==> config.mk <==
export PLATFORM = sky130hd
export DESIGN_NAME = marching_squares_cell
export DESIGN_NICKNAME = d
export VERILOG_FILES = /design/src/sv/mscell_pkg.sv /design/src/sv/mscell_div.sv /design/src/sv/marching_squares_cell.sv
export SDC_FILE = /design/constraint.sdc
export NUM_CORES = 1
export LEC_CHECK = 0
export ABC_AREA = 1
export ABC_CLOCK_PERIOD_IN_PS = 6700
export BUFFER_PORTS_ARGS = -buffer_cell sky130_fd_sc_hd__buf_2
export CORE_MARGIN = 2
export CORE_UTILIZATION = 50
export DETAILED_ROUTE_END_ITERATION = 8
export PLACE_DENSITY = 0.72
export SYNTH_ARGS = -nofsm -noshare
export SYNTH_HDL_FRONTEND = slang
export SYNTH_SLANG_ARGS = --single-unit
==> constraint.sdc <==
create_clock -name clk -period 6.7 [get_ports clk]
set_clock_uncertainty 0.05 [all_clocks]
set_input_delay 0.335 -clock clk [delete_from_list [all_inputs] [get_ports clk]]
set_output_delay 0.335 -clock clk [all_outputs]
set_load 0.005 [all_outputs]
==> src/sv/mscell_pkg.sv <==
// Shared types, constants and the crossing table for the marching squares cell.
`timescale 1ns / 1ps
`default_nettype none

package mscell_pkg;

  // Cell column and row indexes are 10 bits wide.
  localparam int POS_BITS = 10;

  localparam int GRID_SIZE_DEF   = 1024;
  localparam int FRAC_BITS_DEF   = 8;
  localparam int SAMPLE_BITS_DEF = 16;

  // Edge codes; bit n of a crossing mask stands for the edge with code n.
  typedef enum logic [1:0] {
    EDGE_TOP    = 2'd0,
    EDGE_RIGHT  = 2'd1,
    EDGE_BOTTOM = 2'd2,
    EDGE_LEFT   = 2'd3
  } edge_t;

  // How the vertex is placed on its edge.
  typedef enum logic [1:0] {
    SNAP_NONE  = 2'd0,
    SNAP_START = 2'd1,
    SNAP_END   = 2'd2
  } snap_t;

  // Control that travels with one vertex down the pipeline.
  typedef struct packed {
    logic                valid;
    logic                last;
    logic                axis_y;
    logic                dec;
    snap_t               snap;
    logic [POS_BITS:0]   x1;
    logic [POS_BITS:0]   y1;
  } vtx_ctl_t;

  // Crossed edges for each inside pattern. The saddles map to no edges.
  function automatic logic [3:0] cross_edges(input logic [3:0] idx);
    logic [3:0] m;
    unique case (idx)
      4'h0:    m = 4'h0;
      4'h1:    m = 4'h9;
      4'h2:    m = 4'h3;
      4'h3:    m = 4'ha;
      4'h4:    m = 4'h6;
      4'h5:    m = 4'h0;
      4'h6:    m = 4'h5;
      4'h7:    m = 4'hc;
      4'h8:    m = 4'hc;
      4'h9:    m = 4'h5;
      4'ha:    m = 4'h0;
      4'hb:    m = 4'h6;
      4'hc:    m = 4'ha;
      4'hd:    m = 4'h3;
      4'he:    m = 4'h9;
      default: m = 4'h0;
    endcase
    return m;
  endfunction

endpackage

`default_nettype wire

==> src/sv/mscell_div.sv <==
// Pipelined restoring divider that produces the fractional edge position.
`timescale 1ns / 1ps
`default_nettype none

module mscell_div #(
  parameter int SAMPLE_BITS = mscell_pkg::SAMPLE_BITS_DEF,
  parameter int FRAC_BITS   = mscell_pkg::FRAC_BITS_DEF
) (
  input  wire logic                   clk,
  input  wire logic                   rst_n,
  input  wire mscell_pkg::vtx_ctl_t   in_ctl,
  input  wire logic [SAMPLE_BITS-1:0] in_num,
  input  wire logic [SAMPLE_BITS-1:0] in_den,
  output mscell_pkg::vtx_ctl_t        out_ctl,
  output logic [FRAC_BITS-1:0]        out_quo
);

  // Two quotient bits are resolved in each stage, and one in the last stage when FRAC_BITS is odd.
  localparam int NSTG = (FRAC_BITS + 1) / 2;

  mscell_pkg::vtx_ctl_t   ctl_r [NSTG];
  logic [SAMPLE_BITS-1:0] rem_r [NSTG];
  logic [SAMPLE_BITS-1:0] den_r [NSTG];
  logic [FRAC_BITS-1:0]   quo_r [NSTG];

  for (genvar s = 0; s < NSTG; s++) begin : g_stage
    localparam int NB = ((FRAC_BITS - 2 * s) >= 2) ? 2 : 1;

    mscell_pkg::vtx_ctl_t   ctl_in;
    logic [SAMPLE_BITS-1:0] rem_in;
    logic [SAMPLE_BITS-1:0] den_in;
    logic [FRAC_BITS-1:0]   quo_in;
    logic [SAMPLE_BITS-1:0] rem_nxt;
    logic [FRAC_BITS-1:0]   quo_nxt;

    if (s == 0) begin : g_first
      assign ctl_in = in_ctl;
      assign rem_in = in_num;
      assign den_in = in_den;
      assign quo_in = '0;
    end else begin : g_next
      assign ctl_in = ctl_r[s-1];
      assign rem_in = rem_r[s-1];
      assign den_in = den_r[s-1];
      assign quo_in = quo_r[s-1];
    end

    always_comb begin
      logic [SAMPLE_BITS:0] sh;
      rem_nxt = rem_in;
      quo_nxt = quo_in;
      for (int k = 0; k < NB; k++) begin
        sh = {rem_nxt, 1'b0};
        if (sh >= {1'b0, den_in}) begin
          sh      = sh - {1'b0, den_in};
          quo_nxt = {quo_nxt[FRAC_BITS-2:0], 1'b1};
        end else begin
          quo_nxt = {quo_nxt[FRAC_BITS-2:0], 1'b0};
        end
        rem_nxt = sh[SAMPLE_BITS-1:0];
      end
    end

    always_ff @(posedge clk) begin
      if (!rst_n) begin
        ctl_r[s] <= '0;
      end else begin
        ctl_r[s] <= ctl_in;
      end
    end

    always_ff @(posedge clk) begin
      rem_r[s] <= rem_nxt;
      den_r[s] <= den_in;
      quo_r[s] <= quo_nxt;
    end
  end

  assign out_ctl = ctl_r[NSTG-1];
  assign out_quo = quo_r[NSTG-1];

endmodule

`default_nettype wire

==> src/sv/marching_squares_cell.sv <==
// The first vertex strobes out_valid after the mask register and the pipeline stages below,
// the second in the next cycle. One vertex leaves the edge pipeline per cycle, so a cell with a
// crossing holds busy until only its last edge is left; a cell with no crossing leaves busy low.
// The pipeline is a select stage, a difference stage, (FRAC_BITS+1)/2 divider stages and an
// output stage. Synchronous reset clears all valid bits and sets the iso level to 0.
`timescale 1ns / 1ps
`default_nettype none

module marching_squares_cell #(
  parameter int GRID_SIZE   = mscell_pkg::GRID_SIZE_DEF,
  parameter int FRAC_BITS   = mscell_pkg::FRAC_BITS_DEF,
  parameter int SAMPLE_BITS = mscell_pkg::SAMPLE_BITS_DEF
) (
  input  wire logic                                       clk,
  input  wire logic                                       rst_n,
  input  wire logic                                       start,
  output logic                                            busy,
  input  wire logic [mscell_pkg::POS_BITS-1:0]            in_cell_col,
  input  wire logic [mscell_pkg::POS_BITS-1:0]            in_cell_row,
  input  wire logic signed [SAMPLE_BITS-1:0]              in_corner_top_left,
  input  wire logic signed [SAMPLE_BITS-1:0]              in_corner_top_right,
  input  wire logic signed [SAMPLE_BITS-1:0]              in_corner_bottom_right,
  input  wire logic signed [SAMPLE_BITS-1:0]              in_corner_bottom_left,
  output logic                                            out_valid,
  output logic [mscell_pkg::POS_BITS+FRAC_BITS-1:0]       out_vert_x_fixed,
  output logic [mscell_pkg::POS_BITS+FRAC_BITS-1:0]       out_vert_y_fixed,
  output logic                                            out_last_vertex,
  input  wire logic                                       cfg_valid,
  output logic                                            cfg_ready,
  input  wire logic signed [SAMPLE_BITS-1:0]              cfg_iso_level
);

  localparam int PB    = mscell_pkg::POS_BITS;
  localparam int OUTW  = PB + FRAC_BITS;
  localparam int GRIDW = $clog2(GRID_SIZE + 1);
  localparam int CW    = ((GRIDW > PB + 1) ? GRIDW : PB + 1) + FRAC_BITS;
  localparam logic [CW-1:0] COORD_MAX = (CW'(GRID_SIZE) << FRAC_BITS) - CW'(1);

  // Configuration register.
  logic signed [SAMPLE_BITS-1:0] iso_level_r;

  assign cfg_ready = 1'b1;

  always_ff @(posedge clk) begin
    if (!rst_n) begin
      iso_level_r <= '0;
    end else if (cfg_valid && cfg_ready) begin
      iso_level_r <= cfg_iso_level;
    end
  end

  // Cell hold register and the mask of edges still to issue.
  logic [PB-1:0]                 col_r, row_r;
  logic signed [SAMPLE_BITS-1:0] tl_r, tr_r, br_r, bl_r;
  logic [3:0]                    mask_r;
  logic [3:0]                    mask_rest;
  logic [3:0]                    case_idx;
  logic                          accept;

  assign mask_rest = mask_r & (mask_r - 4'd1);
  assign busy      = (mask_rest != 4'd0);
  assign accept    = start && !busy;

  assign case_idx = {in_corner_bottom_left  < iso_level_r,
                     in_corner_bottom_right < iso_level_r,
                     in_corner_top_right    < iso_level_r,
                     in_corner_top_left     < iso_level_r};

  always_ff @(posedge clk) begin
    if (!rst_n) begin
      mask_r <= '0;
    end else if (accept) begin
      mask_r <= mscell_pkg::cross_edges(case_idx);
    end else begin
      mask_r <= mask_rest;
    end
  end

  always_ff @(posedge clk) begin
    if (accept) begin
      col_r <= in_cell_col;
      row_r <= in_cell_row;
      tl_r  <= in_corner_top_left;
      tr_r  <= in_corner_top_right;
      br_r  <= in_corner_bottom_right;
      bl_r  <= in_corner_bottom_left;
    end
  end

  // Select stage: the lowest pending edge is issued each cycle.
  mscell_pkg::edge_t             edge_sel;
  mscell_pkg::vtx_ctl_t          a_ctl_nxt, a_ctl_r;
  logic [SAMPLE_BITS-1:0]        a_v1_nxt, a_v2_nxt, a_v1_r, a_v2_r;
  logic [PB:0]                   col_x, col_x1, row_y, row_y1;

  assign col_x  = {1'b0, col_r};
  assign col_x1 = {1'b0, col_r} + (PB+1)'(1);
  assign row_y  = {1'b0, row_r};
  assign row_y1 = {1'b0, row_r} + (PB+1)'(1);

  always_comb begin
    if (mask_r[0]) begin
      edge_sel = mscell_pkg::EDGE_TOP;
    end else if (mask_r[1]) begin
      edge_sel = mscell_pkg::EDGE_RIGHT;
    end else if (mask_r[2]) begin
      edge_sel = mscell_pkg::EDGE_BOTTOM;
    end else begin
      edge_sel = mscell_pkg::EDGE_LEFT;
    end

    a_ctl_nxt.valid = (mask_r != 4'd0);
    a_ctl_nxt.last  = (mask_rest == 4'd0);
    a_ctl_nxt.snap  = mscell_pkg::SNAP_NONE;

    case (edge_sel)
      mscell_pkg::EDGE_TOP: begin
        a_v1_nxt         = tl_r;
        a_v2_nxt         = tr_r;
        a_ctl_nxt.x1     = col_x;
        a_ctl_nxt.y1     = row_y;
        a_ctl_nxt.axis_y = 1'b0;
        a_ctl_nxt.dec    = 1'b0;
      end
      mscell_pkg::EDGE_RIGHT: begin
        a_v1_nxt         = tr_r;
        a_v2_nxt         = br_r;
        a_ctl_nxt.x1     = col_x1;
        a_ctl_nxt.y1     = row_y;
        a_ctl_nxt.axis_y = 1'b1;
        a_ctl_nxt.dec    = 1'b0;
      end
      mscell_pkg::EDGE_BOTTOM: begin
        a_v1_nxt         = br_r;
        a_v2_nxt         = bl_r;
        a_ctl_nxt.x1     = col_x1;
        a_ctl_nxt.y1     = row_y1;
        a_ctl_nxt.axis_y = 1'b0;
        a_ctl_nxt.dec    = 1'b1;
      end
      default: begin
        a_v1_nxt         = bl_r;
        a_v2_nxt         = tl_r;
        a_ctl_nxt.x1     = col_x;
        a_ctl_nxt.y1     = row_y1;
        a_ctl_nxt.axis_y = 1'b1;
        a_ctl_nxt.dec    = 1'b1;
      end
    endcase
  end

  always_ff @(posedge clk) begin
    if (!rst_n) begin
      a_ctl_r <= '0;
    end else begin
      a_ctl_r <= a_ctl_nxt;
    end
  end

  always_ff @(posedge clk) begin
    a_v1_r <= a_v1_nxt;
    a_v2_r <= a_v2_nxt;
  end

  // Difference stage: snap decision, numerator and denominator magnitudes.
  mscell_pkg::vtx_ctl_t   b_ctl_nxt, b_ctl_r;
  logic [SAMPLE_BITS:0]   d_num, d_den;
  logic [SAMPLE_BITS:0]   abs_num, abs_den;
  logic [SAMPLE_BITS-1:0] b_num_r, b_den_r;
  logic                   iso_eq_v1, iso_eq_v2, v1_eq_v2;

  assign iso_eq_v1 = (iso_level_r == a_v1_r);
  assign iso_eq_v2 = (iso_level_r == a_v2_r);
  assign v1_eq_v2  = (a_v1_r == a_v2_r);

  assign d_num   = {iso_level_r[SAMPLE_BITS-1], iso_level_r} - {a_v1_r[SAMPLE_BITS-1], a_v1_r};
  assign d_den   = {a_v2_r[SAMPLE_BITS-1], a_v2_r} - {a_v1_r[SAMPLE_BITS-1], a_v1_r};
  assign abs_num = d_num[SAMPLE_BITS] ? -d_num : d_num;
  assign abs_den = d_den[SAMPLE_BITS] ? -d_den : d_den;

  always_comb begin
    b_ctl_nxt = a_ctl_r;
    if (iso_eq_v1 || (!iso_eq_v2 && v1_eq_v2)) begin
      b_ctl_nxt.snap = mscell_pkg::SNAP_START;
    end else if (iso_eq_v2) begin
      b_ctl_nxt.snap = mscell_pkg::SNAP_END;
    end else begin
      b_ctl_nxt.snap = mscell_pkg::SNAP_NONE;
    end
  end

  always_ff @(posedge clk) begin
    if (!rst_n) begin
      b_ctl_r <= '0;
    end else begin
      b_ctl_r <= b_ctl_nxt;
    end
  end

  always_ff @(posedge clk) begin
    b_num_r <= abs_num[SAMPLE_BITS-1:0];
    b_den_r <= abs_den[SAMPLE_BITS-1:0];
  end

  // Divider stages.
  mscell_pkg::vtx_ctl_t d_ctl;
  logic [FRAC_BITS-1:0] d_quo;

  mscell_div #(
    .SAMPLE_BITS (SAMPLE_BITS),
    .FRAC_BITS   (FRAC_BITS)
  ) u_div (
    .clk     (clk),
    .rst_n   (rst_n),
    .in_ctl  (b_ctl_r),
    .in_num  (b_num_r),
    .in_den  (b_den_r),
    .out_ctl (d_ctl),
    .out_quo (d_quo)
  );

  // Output stage: place the vertex and saturate at the grid edge.
  logic [FRAC_BITS:0] frac;
  logic [CW-1:0]      base_x, base_y, pos_x, pos_y, sat_x, sat_y;
  logic               out_valid_r, out_last_r;
  logic [OUTW-1:0]    out_x_r, out_y_r;

  always_comb begin
    case (d_ctl.snap)
      mscell_pkg::SNAP_START: frac = '0;
      mscell_pkg::SNAP_END:   frac = (FRAC_BITS+1)'(1) << FRAC_BITS;
      default:                frac = {1'b0, d_quo};
    endcase

    base_x = CW'(d_ctl.x1) << FRAC_BITS;
    base_y = CW'(d_ctl.y1) << FRAC_BITS;
    pos_x  = base_x;
    pos_y  = base_y;
    if (d_ctl.axis_y) begin
      pos_y = d_ctl.dec ? base_y - CW'(frac) : base_y + CW'(frac);
    end else begin
      pos_x = d_ctl.dec ? base_x - CW'(frac) : base_x + CW'(frac);
    end
    sat_x = (pos_x > COORD_MAX) ? COORD_MAX : pos_x;
    sat_y = (pos_y > COORD_MAX) ? COORD_MAX : pos_y;
  end

  always_ff @(posedge clk) begin
    if (!rst_n) begin
      out_valid_r <= 1'b0;
    end else begin
      out_valid_r <= d_ctl.valid;
    end
  end

  always_ff @(posedge clk) begin
    out_x_r    <= sat_x[OUTW-1:0];
    out_y_r    <= sat_y[OUTW-1:0];
    out_last_r <= d_ctl.last;
  end

  assign out_valid        = out_valid_r;
  assign out_vert_x_fixed = out_x_r;
  assign out_vert_y_fixed = out_y_r;
  assign out_last_vertex  = out_last_r;

endmodule

`default_nettype wire
* Word level (Yosys, flattened, before mapping)
Memories as Yosys holds them, arrays and structs flattened.
Index checks and enable logic that the tools add are counted.
** Storage, ports and cells
- Register bits :: 260
- Memory bits (writable) :: 272
- Bits in read-only memories :: 64
- Bits of input ports :: 104
- Logic and storage cells :: 130
- Memories kept :: 5
** Memories
- u_div.ctl_r :: depth 4, bits a word 28, rd ports 4, clocked after memory_dff 0, write ports 4, RTL line mscell_div.sv:21 : mscell_pkg::vtx_ctl_t ctl_r [NSTG];
- (no name shown) :: depth 16, bits a word 4, rd ports 1, clocked after memory_dff 0, write ports 0, RTL line mscell_pkg.sv:43 : unique case (idx)
- u_div.den_r :: depth 4, bits a word 16, rd ports 3, clocked after memory_dff 0, write ports 4, RTL line mscell_div.sv:23 : logic [SAMPLE_BITS-1:0] den_r [NSTG];
- u_div.rem_r :: depth 4, bits a word 16, rd ports 3, clocked after memory_dff 0, write ports 4, RTL line mscell_div.sv:22 : logic [SAMPLE_BITS-1:0] rem_r [NSTG];
- u_div.quo_r :: depth 4, bits a word 8, rd ports 4, clocked after memory_dff 0, write ports 4, RTL line mscell_div.sv:24 : logic [FRAC_BITS-1:0] quo_r [NSTG];
** Cells by class
- Add/sub/neg operators :: 19
- $lt $le $gt $ge :: 14
- Eq/ne operators :: 7
- Multiplexer cells :: 39
- Bitwise gates (word level) :: 6
- Reductions and logical operators :: 10
** Operators by type and width (number)
- 2-to-1 mux 16 bit :: 10
- greater-or-equal comparator 17 x 16 -> 1 bit :: 8
- subtractor 16 bit :: 8
- 2-to-1 mux 28 bit :: 4
- one-hot mux 16 bit (3 select lines) :: 2
- 2-to-1 mux 19 bit :: 4
- one-hot mux 22 bit (3 select lines) :: 1
- < comparator 16 bit :: 4
- equality test 16 bit :: 3
- adder 19 x 9 -> 19 bit :: 2
- greater-than comparator 19 x 18 -> 1 bit, second input constant :: 2
- subtractor 19 x 9 -> 19 bit :: 2
- subtractor 16 x 16 -> 17 bit :: 2
- negation 16 bit :: 2
- adder 10 x 1 -> 11 bit, second input constant :: 2
- one-hot mux 9 bit (2 select lines) :: 1
- 2-to-1 mux 1 bit :: 12
- nonzero test 4 bit :: 2
- 2-to-1 mux 2 bit :: 3
- one-hot mux 2 bit (3 select lines) :: 1
- bitwise AND 4 bit :: 1
- equality test 2 x 1 -> 1 bit, second input constant :: 2
- equality test 2 bit, second input constant :: 2
- logical NOT 4 bit :: 1
- other kinds (9) :: 14

* Depth between registers and ports, before layout
Gate-level depths: netlist of run 1.
An unclocked memory read counts as a cell.
- Depth after elaboration :: 7
- Depth in mapped cells :: 28
- Mapped depth without buffers :: 26

* Cells and area by module
From an unflattened synthesis of run 1, not the netlist that was laid out.
** Unflattened totals
- Cells, all modules :: 3586
- Area, all modules :: 27000.9 um2
** By module, submodules not included
- marching_squares_cell :: times used 1, cells an instance 1671, area each 13610.6 um2
- mscell_div :: times used 1, cells an instance 1915, area each 13390.3 um2

* Worst setup path after synthesis of run 1
OpenSTA, ideal clock, no wires.
- Kind :: register to register
- Start point :: register mask_r[0]
- End point :: register mask_r[2]
- Setup time :: 0.096 ns
- Data arrival time :: 5.162 ns
- Required time :: 6.554 ns
- Setup slack :: 1.392 ns
- Stages on the path, launching flop included :: 11
- Period minus slack after synthesis :: 5.308 ns
- Cells stage by stage :: dfxtp_1 -> buf_4 -> inv_2 -> nand2_2 -> nor2_2 -> inv_1 -> nand2_1 -> nand3b_1 -> nor2_1 -> o21ai_0 -> a21oi_1
** On the way
- Longest elaborated chain between the ends :: 6
** Ends and longest elaborated chain
- start, declared :: RTL line marching_squares_cell.sv:55 : logic [3:0] mask_r;
- start signal, assigned :: RTL line marching_squares_cell.sv:73 : mask_r <= mscell_pkg::cross_edges(case_idx);
- start signal, assigned :: RTL line marching_squares_cell.sv:75 : mask_r <= mask_rest;
- subtractor 4 x 1 -> 4 bit :: RTL line marching_squares_cell.sv:60 : assign mask_rest = mask_r & (mask_r - 4'd1);
- bitwise AND 4 bit (*) :: RTL line marching_squares_cell.sv:60
- nonzero test 4 bit (*) :: RTL line marching_squares_cell.sv:61 : assign busy = (mask_rest != 4'd0);
- net busy :: RTL line marching_squares_cell.sv:17 : output logic busy,
- logical NOT 1 bit (*) :: RTL line marching_squares_cell.sv:62 : assign accept = start && !busy;
- logical AND 1 bit (*) :: RTL line marching_squares_cell.sv:62
- net accept :: RTL line marching_squares_cell.sv:58 : logic accept;
- 2-to-1 mux 4 bit (*) :: RTL line marching_squares_cell.sv:72 : end else if (accept) begin
The timed path passes the listed nets; every way through them passes the cells marked *.
A chain may end at the register's enable or synchronous reset.

==> results.yml, run 1 <==
clock_network:
  cts_root_buf: "clkbuf_16"
  numCtsBuffers: 50
  cts_buffer_depth: 3
  clock_latency_ns: 0.62
  holdBufCountCts: 93
  cts_setup_buffers: 0
  cts_tree: "done"
  htree_levels: 2
  cts.sinks: 488
  clkTransAtPathRegs_ns: 0.06
  cts_resized: 0
setup_path:
  arrival_ns: 5.13
  r2r-end: "u_div.rem_r[1][6]"
  r2r_start: "u_div.den_r[0][2]"
  required_ns: 7.12
  path_max_fanout: 22
  crit_path_end_kind: "flip-flop"
  crit_type: "reg -> reg"
  reg2regPathDepth: 21
  r2r_slack_ns: 1.99
  cp-start-kind: "flip-flop"
sta:
  report.final.slew_viol_count: 0
  period_minus_slack_ns: 4.71
  post-route-period-util: 0.702
  finalHoldViolCount: 0
  fin_tns_setup_ns: 0
  tightest_slew_ns: 0.942
  setup_viol: 0
  grt_setup_unrepaired: "no"
  relSlewSlack: 0.372
  clock.fmax_ghz: 0.213
synth:
  synth_xor_area_frac: 0.0549
  synth-compound-area-share: 0.100
  synth_area_leaders: "dfxtp_1 (31%), nand2_1 (14%), ha_1 (11%)"
  syn_nets: 3721
  syn_avg_cell_area_um2: 7.70
  synthFlopType: "dfxtp_1"
  synth_edf_count: 84
  ys_types: 57
  yosys.area_share.simple: 0.242
  yosys.area.top_type: "dfxtp_1"
  synthMuxAreaShare: 0
  ys_ff_latch: 488
  async_reset_ff_frac: 0
  yosys_warnings: 0
  synthTopCellsByCount: "nand2_1 (966), inv_1 (446), dfxtp_1 (404)"
  synth_top_family_by_area: "simple AND/OR/NAND/NOR gates"
  syn-cell-area_um2: 26000
  synth_most_common_cell: "nand2_1"
  synth_fa_ha_area_frac: 0.116
  yosysSeqAreaShare: 0.408
  synth_top_cell_area_share: 0.311
  synthCells: 3379
detailed_routing:
  vias_per_cell: 5.11
  ant_nets: 0
  drt-total-wl_um: 64500
  post_drt_wl_per_cell_um: 14.9
  num_vias: 22100
  drtIter0Drc: 1581
  drt_first_pass_iters: 5
  drcViolationCount: 0
run:
  max_cap_violations: 0
worst_hold_path:
  hold_depth: 3
  holdCritPathClass: "in -> reg"
  hold_end: "iso_level_r[2]"
  hp-start: "cfg_iso_level[2]"
final_layout:
  fillers: 4567
  drive_gt1_frac: 0.0828
  fin_area_um2: 30000
  area_growth_pct: 15.4
  fin_cells: 4328
  nets: 3949
grt:
  first_global_vias: 21100
  grt_start_max_net_pins: 103
  grt_overflow_total: 0
  grt_pass1_wl_um: 105000
  antenna_found_initial: 3
  track_usage: 0.240
status:
  status: "completed"
place:
  placed_cells: 4142
  port_buffers: 142
  hpwl_um: 48500
  placed_area_um2: 27300
  gp_congestion: 0.971
die:
  io_pins: 144
  die_y_um: 232
  dieArea_um2: 53900
  core-area_um2: 51400
  die_x_um: 232
  rows: 83
  initial_core_util: 0.506
## cells in the final DEF (no fill, tap or decap), types with 11 or more instances in the layout
cell	count
buf_2	141
o21ai_0	146
inv_1	446
nand3_1	195
or2_2	11
nor4_1	18
edfxtp_1	84
nor2_1	176
xor2_1	106
nor3_1	35
nand2_1	966
ha_1	232
dlygate4sd3_1	93
o2111ai_1	34
nand4_1	36
dfxtp_1	404
o21ai_1	24
xnor2_1	52
nand3b_1	13
clkbuf_16	54
nand2_2	15
buf_4	11
a21oi_1	221
## metrics by stage
step	util	setup WS (ns)	hold WS (ns)
floorplan	-	1.39	0.260
global placement	0.532	2.33	0.260
detailed placement	0.532	2.15	0.262
CTS	0.584	2.12	0.00237
global route	0.584	1.53	0.0454
finish	0.584	1.99	0.0197
## cell type report
cell class / count / area, um^2 / area share
Clock buffer: 67 / 1470 / 0.0490
Clock inverter: 25 / 288 / 0.00959
Inverter: 457 / 1720 / 0.0572
Sequential cell: 488 / 10600 / 0.354
Antenna cell: 1 / 2.50 / 0.0000834
Multi-Input combinational cell: 2365 / 13400 / 0.445
Timing Repair Buffer: 245 / 1720 / 0.0573
Tap cell: 680 / 851 / 0.0283
## metal layers
metal,part of all wire,up-vias,GRT usage
li1,-,11400,-
met1,0.44,9929,0.301
met2,0.48,624,0.424
met3,0.053,145,0.0365
met4,0.028,2,0.0737
met5,0.00017,-,0
## worst max-delay path by stage
| stage | from | endpoint | cells past startpoint |
|---|---|---|---|
| after floorplan | mask_r[0] | mask_r[2] | 10 |
| after CTS | u_div.den_r[0][2] | u_div.rem_r[1][6] | 21 |
| final | u_div.den_r[0][2] | u_div.rem_r[1][6] | 21 |
| after global routing | b_den_r[8] | u_div.rem_r[0][12] | 26 |
| after global placement | u_div.den_r[0][2] | u_div.rem_r[1][9] | 21 |
| after detailed placement | u_div.den_r[0][2] | u_div.rem_r[1][11] | 21 |
## cell families (layout without fill, tap and decap cells)
group | after synthesis | count (layout)
XOR/XNOR | 160 | 160
AO/OA/AOI/OAI | 471 | 471
adder cells (fa/ha/maj) | 238 | 238
AND/OR/NAND/NOR | 1495 | 1495
flip-flops | 488 | 488
buffers and inverters | 526 | 794
other | 1 | 2
## sequential cells by signal (all words and copies together), names as in the netlist, 18 cells and up
name / flops
out_vert_x_fixed: 18
u_div.den_r: 48
u_div.quo_r: 20
u_div.rem_r: 48
b_ctl_r: 28
out_vert_y_fixed: 18
a_ctl_r: 26
u_div.ctl_r: 112
## worst max-delay path, stage by stage (launching register included)
cell       delay [ns]
dfxtp_1          0.35
inv_1            0.08
ha_1             0.40
a21oi_1          0.12
o21ai_0          0.27
a21oi_1          0.13
o21ai_2          0.10
nand3_1          0.08
nand2_1          0.37
inv_2            0.25
o21ai_0          0.32
ha_1             0.35
a21oi_1          0.27
o21ai_0          0.14
nand2_1          0.08
o2111ai_1        0.15
nand2_1          0.10
nand2_1          0.06
nand2_1          0.44
nand3_4          0.28
nand2_1          0.13
nand2_1          0.06
Power of run 1 is not shown: default switching activity piles up to over one toggle a cycle in this logic, so the estimate is an artifact.
==> inputs of run 2 (changes only) <==
--- a/config.mk
+++ b/config.mk
@@ -6,7 +6,7 @@
 export NUM_CORES = 1
 export LEC_CHECK = 0
 export ABC_AREA = 1
-export ABC_CLOCK_PERIOD_IN_PS = 6700
+export ABC_CLOCK_PERIOD_IN_PS = 4400
 export BUFFER_PORTS_ARGS = -buffer_cell sky130_fd_sc_hd__buf_2
 export CORE_MARGIN = 2
 export CORE_UTILIZATION = 50
==> constraint.sdc (replaced) <==
create_clock -name clk -period 4.4 [get_ports clk]
set_clock_uncertainty 0.05 [all_clocks]
set_input_delay 0.22 -clock clk [delete_from_list [all_inputs] [get_ports clk]]
set_output_delay 0.22 -clock clk [all_outputs]
set_load 0.005 [all_outputs]
==> run 2 against run 1 <==
Net effect:
- worst hold slack improved by 0.029 ns
- via count fell by 0.75%
- die area is the same
- first-iteration DRC count is 26% lower
- fmax grew 16%
- sequential cell count did not move
- final cell count rose by 0.37%
- routed wire length is 1.3% lower
- sequential share of layout area decreased by 0.16 points
- global-route usage down 0.25 points
- core utilization up 0.27 points
==> results.yml, run 2 (synthesis gave the netlist of run 1 again) <==
status:
  status: "completed"
sta:
  grt_setup_unrepaired: "no"
  relSlewSlack: 0.341
  report.final.slew_viol_count: 0
  clock.fmax_ghz: 0.246
  finalHoldViolCount: 0
  fin_tns_setup_ns: 0
  tightest_slew_ns: 0.989
  setup_viol: 0
  hold_ws_ns: 0.0492
  post-route-period-util: 0.922
  period_minus_slack_ns: 4.06
grt:
  antenna_found_initial: 1
  track_usage: 0.238
  first_global_vias: 21000
  grt_overflow_total: 0
  grt_start_max_net_pins: 116
  grt_pass1_wl_um: 104000
final_layout:
  mostFrequentLayoutCells: "nand2_1 (966), inv_1 (446), dfxtp_1 (404), ha_1 (232), a21oi_1 (220)"
  nets: 3968
  drive_gt1_frac: 0.0849
  area_growth_pct: 15.9
  final_common_cell: "nand2_1"
  fillers: 4584
  largest_register_ff_count: 112
  largest_register: "u_div.ctl_r"
  diodes: 0
  largestRegisters: "u_div.ctl_r (112), u_div.den_r (48), u_div.rem_r (48)"
setup_path:
  arrival_ns: 4.49
  reg2regPathDepth: 22
  path_buf_inv: 3
  path_depth: 22
  crit_top_cell: "nand2_1"
  path_max_fanout: 28
  required_ns: 4.83
  critical-path-top-delay-family: "simple AND/OR/NAND/NOR gates"
  critical_path.startpoint: "u_div.den_r[1][2]"
  cpMaxStageDelayCell: "ha_1"
  cp-start-kind: "flip-flop"
  r2r_start: "u_div.den_r[1][2]"
  crit_path_end_kind: "flip-flop"
  cp_cell_sequence: "inv_1 > ha_1 > a21o_1 > nand2_1 > nand3_2 > nand3_1 > nand2_1 > nand2_1 > nand2_4 > inv_4 > o21ai_0 > ha_1 > nand2_1 > nor2_1 > nand3_1 > o21ai_1 > nand3_1 > nand2_1 > nand2_2 > buf_4 > nand3_1 > nand2_1"
  crit_type: "reg -> reg"
  crit_path_max_incr_delay_ns: 0.45
clock_network:
  cts_tree: "done"
  numCtsBuffers: 50
  cts_buffer_depth: 3
  cts_root_buf: "clkbuf_16"
  cts.sinks: 488
  htree_levels: 2
  clkTransAtPathRegs_ns: 0.07
  clock_latency_ns: 0.63
  cts_setup_buffers: 0
detailed_routing:
  ant_nets: 0
  drt-total-wl_um: 63700
  drtIter0Drc: 1166
  num_vias: 22000
  vias_per_cell: 5.06
  post_drt_wl_per_cell_um: 14.7
  drt_first_pass_iters: 7
  drcViolationCount: 0
die:
  initial_core_util: 0.506
  die_y_um: 232
  rows: 83
  dieArea_um2: 53900
  die_x_um: 232
  io_pins: 144
  core-area_um2: 51400
worst_hold_path:
  hold_depth: 4
  hp-start: "start"
  holdCritPathClass: "in -> reg"
run:
  max_cap_violations: 0
place:
  port_buffers: 142
  hpwl_um: 48300
  gp_congestion: 0.946
[run 2: changes by cell type in the layout (fill, tap and decap cells not counted), moves of 2 or more]
cell,before,now
buf_4,11,22
clkinv_4,3,0
o21ai_1,24,26
inv_2,9,7
o21ai_0,146,144
clkbuf_16,54,52
clkinv_2,7,11
inv_6,4,2
dlygate4sd3_1,93,100
clkbuf_1,6,8
[run 2: worst paths after layout]
| path | slack (ns) | end |
|---|---|---|
| worst max-delay path | 0.34 | u_div.rem_r[2][1] |
| worst min-delay path | 0.05 | mask_r[2] |
| worst max register to register | 0.34 | u_div.rem_r[2][1] |
| worst min register to register | 0.28 | u_div.quo_r[3][2] |
[run 2: per-layer routing]
metal / GRT usage / vias to the layer above / part of all wire
met4: 0.101 / 2 / 0.039
met2: 0.413 / 561 / 0.47
li1: - / 11500 / -
met1: 0.293 / 9794 / 0.44
met5: 0 / - / 0.00020
met3: 0.0340 / 153 / 0.050
[run 2: what timing repair did]
item,4_1_cts,5_1_grt
endpoints found under the hold margin,100,0
hold buffers,100,0
gates resized for setup,0,9
endpoints found under the setup margin,0,22
[run 2: layout make-up]
type / count / area [um^2] / area share
well taps: 680 / 851 / 0.0282
repair buffers: 264 / 1890 / 0.0627
flip-flops and latches: 488 / 10600 / 0.352
clock buffers: 67 / 1430 / 0.0474
multi-input cells: 2365 / 13400 / 0.443
clock inverters: 23 / 278 / 0.00921
inverters: 457 / 1730 / 0.0572
[run 2: metrics by stage]
step	setup slack, ns	cells	utilization	instance area (um^2)
after floorplan	0.585	3379	-	26000
after global placement	0.396	4154	0.534	27400
after detailed placement	0.249	4154	0.534	27400
after CTS	0.203	4344	0.586	30100
after global routing	0.00125	4344	0.587	30200
final	0.342	4344	0.587	30200
[run 2: worst reg2reg max path: stages, from the launching register on]
cell and delay (ns):
dfxtp_1 0.37, inv_1 0.09, ha_1 0.39, a21o_1 0.22, nand2_1 0.07, nand3_2 0.12, nand3_1 0.10, nand2_1 0.09
nand2_1 0.11, nand2_4 0.08, inv_4 0.21, o21ai_0 0.20, ha_1 0.45, nand2_1 0.12, nor2_1 0.15, nand3_1 0.09
o21ai_1 0.29, nand3_1 0.12, nand2_1 0.12, nand2_2 0.14, buf_4 0.21, nand3_1 0.11, nand2_1 0.06
Power of run 2 is left out for the same reason.
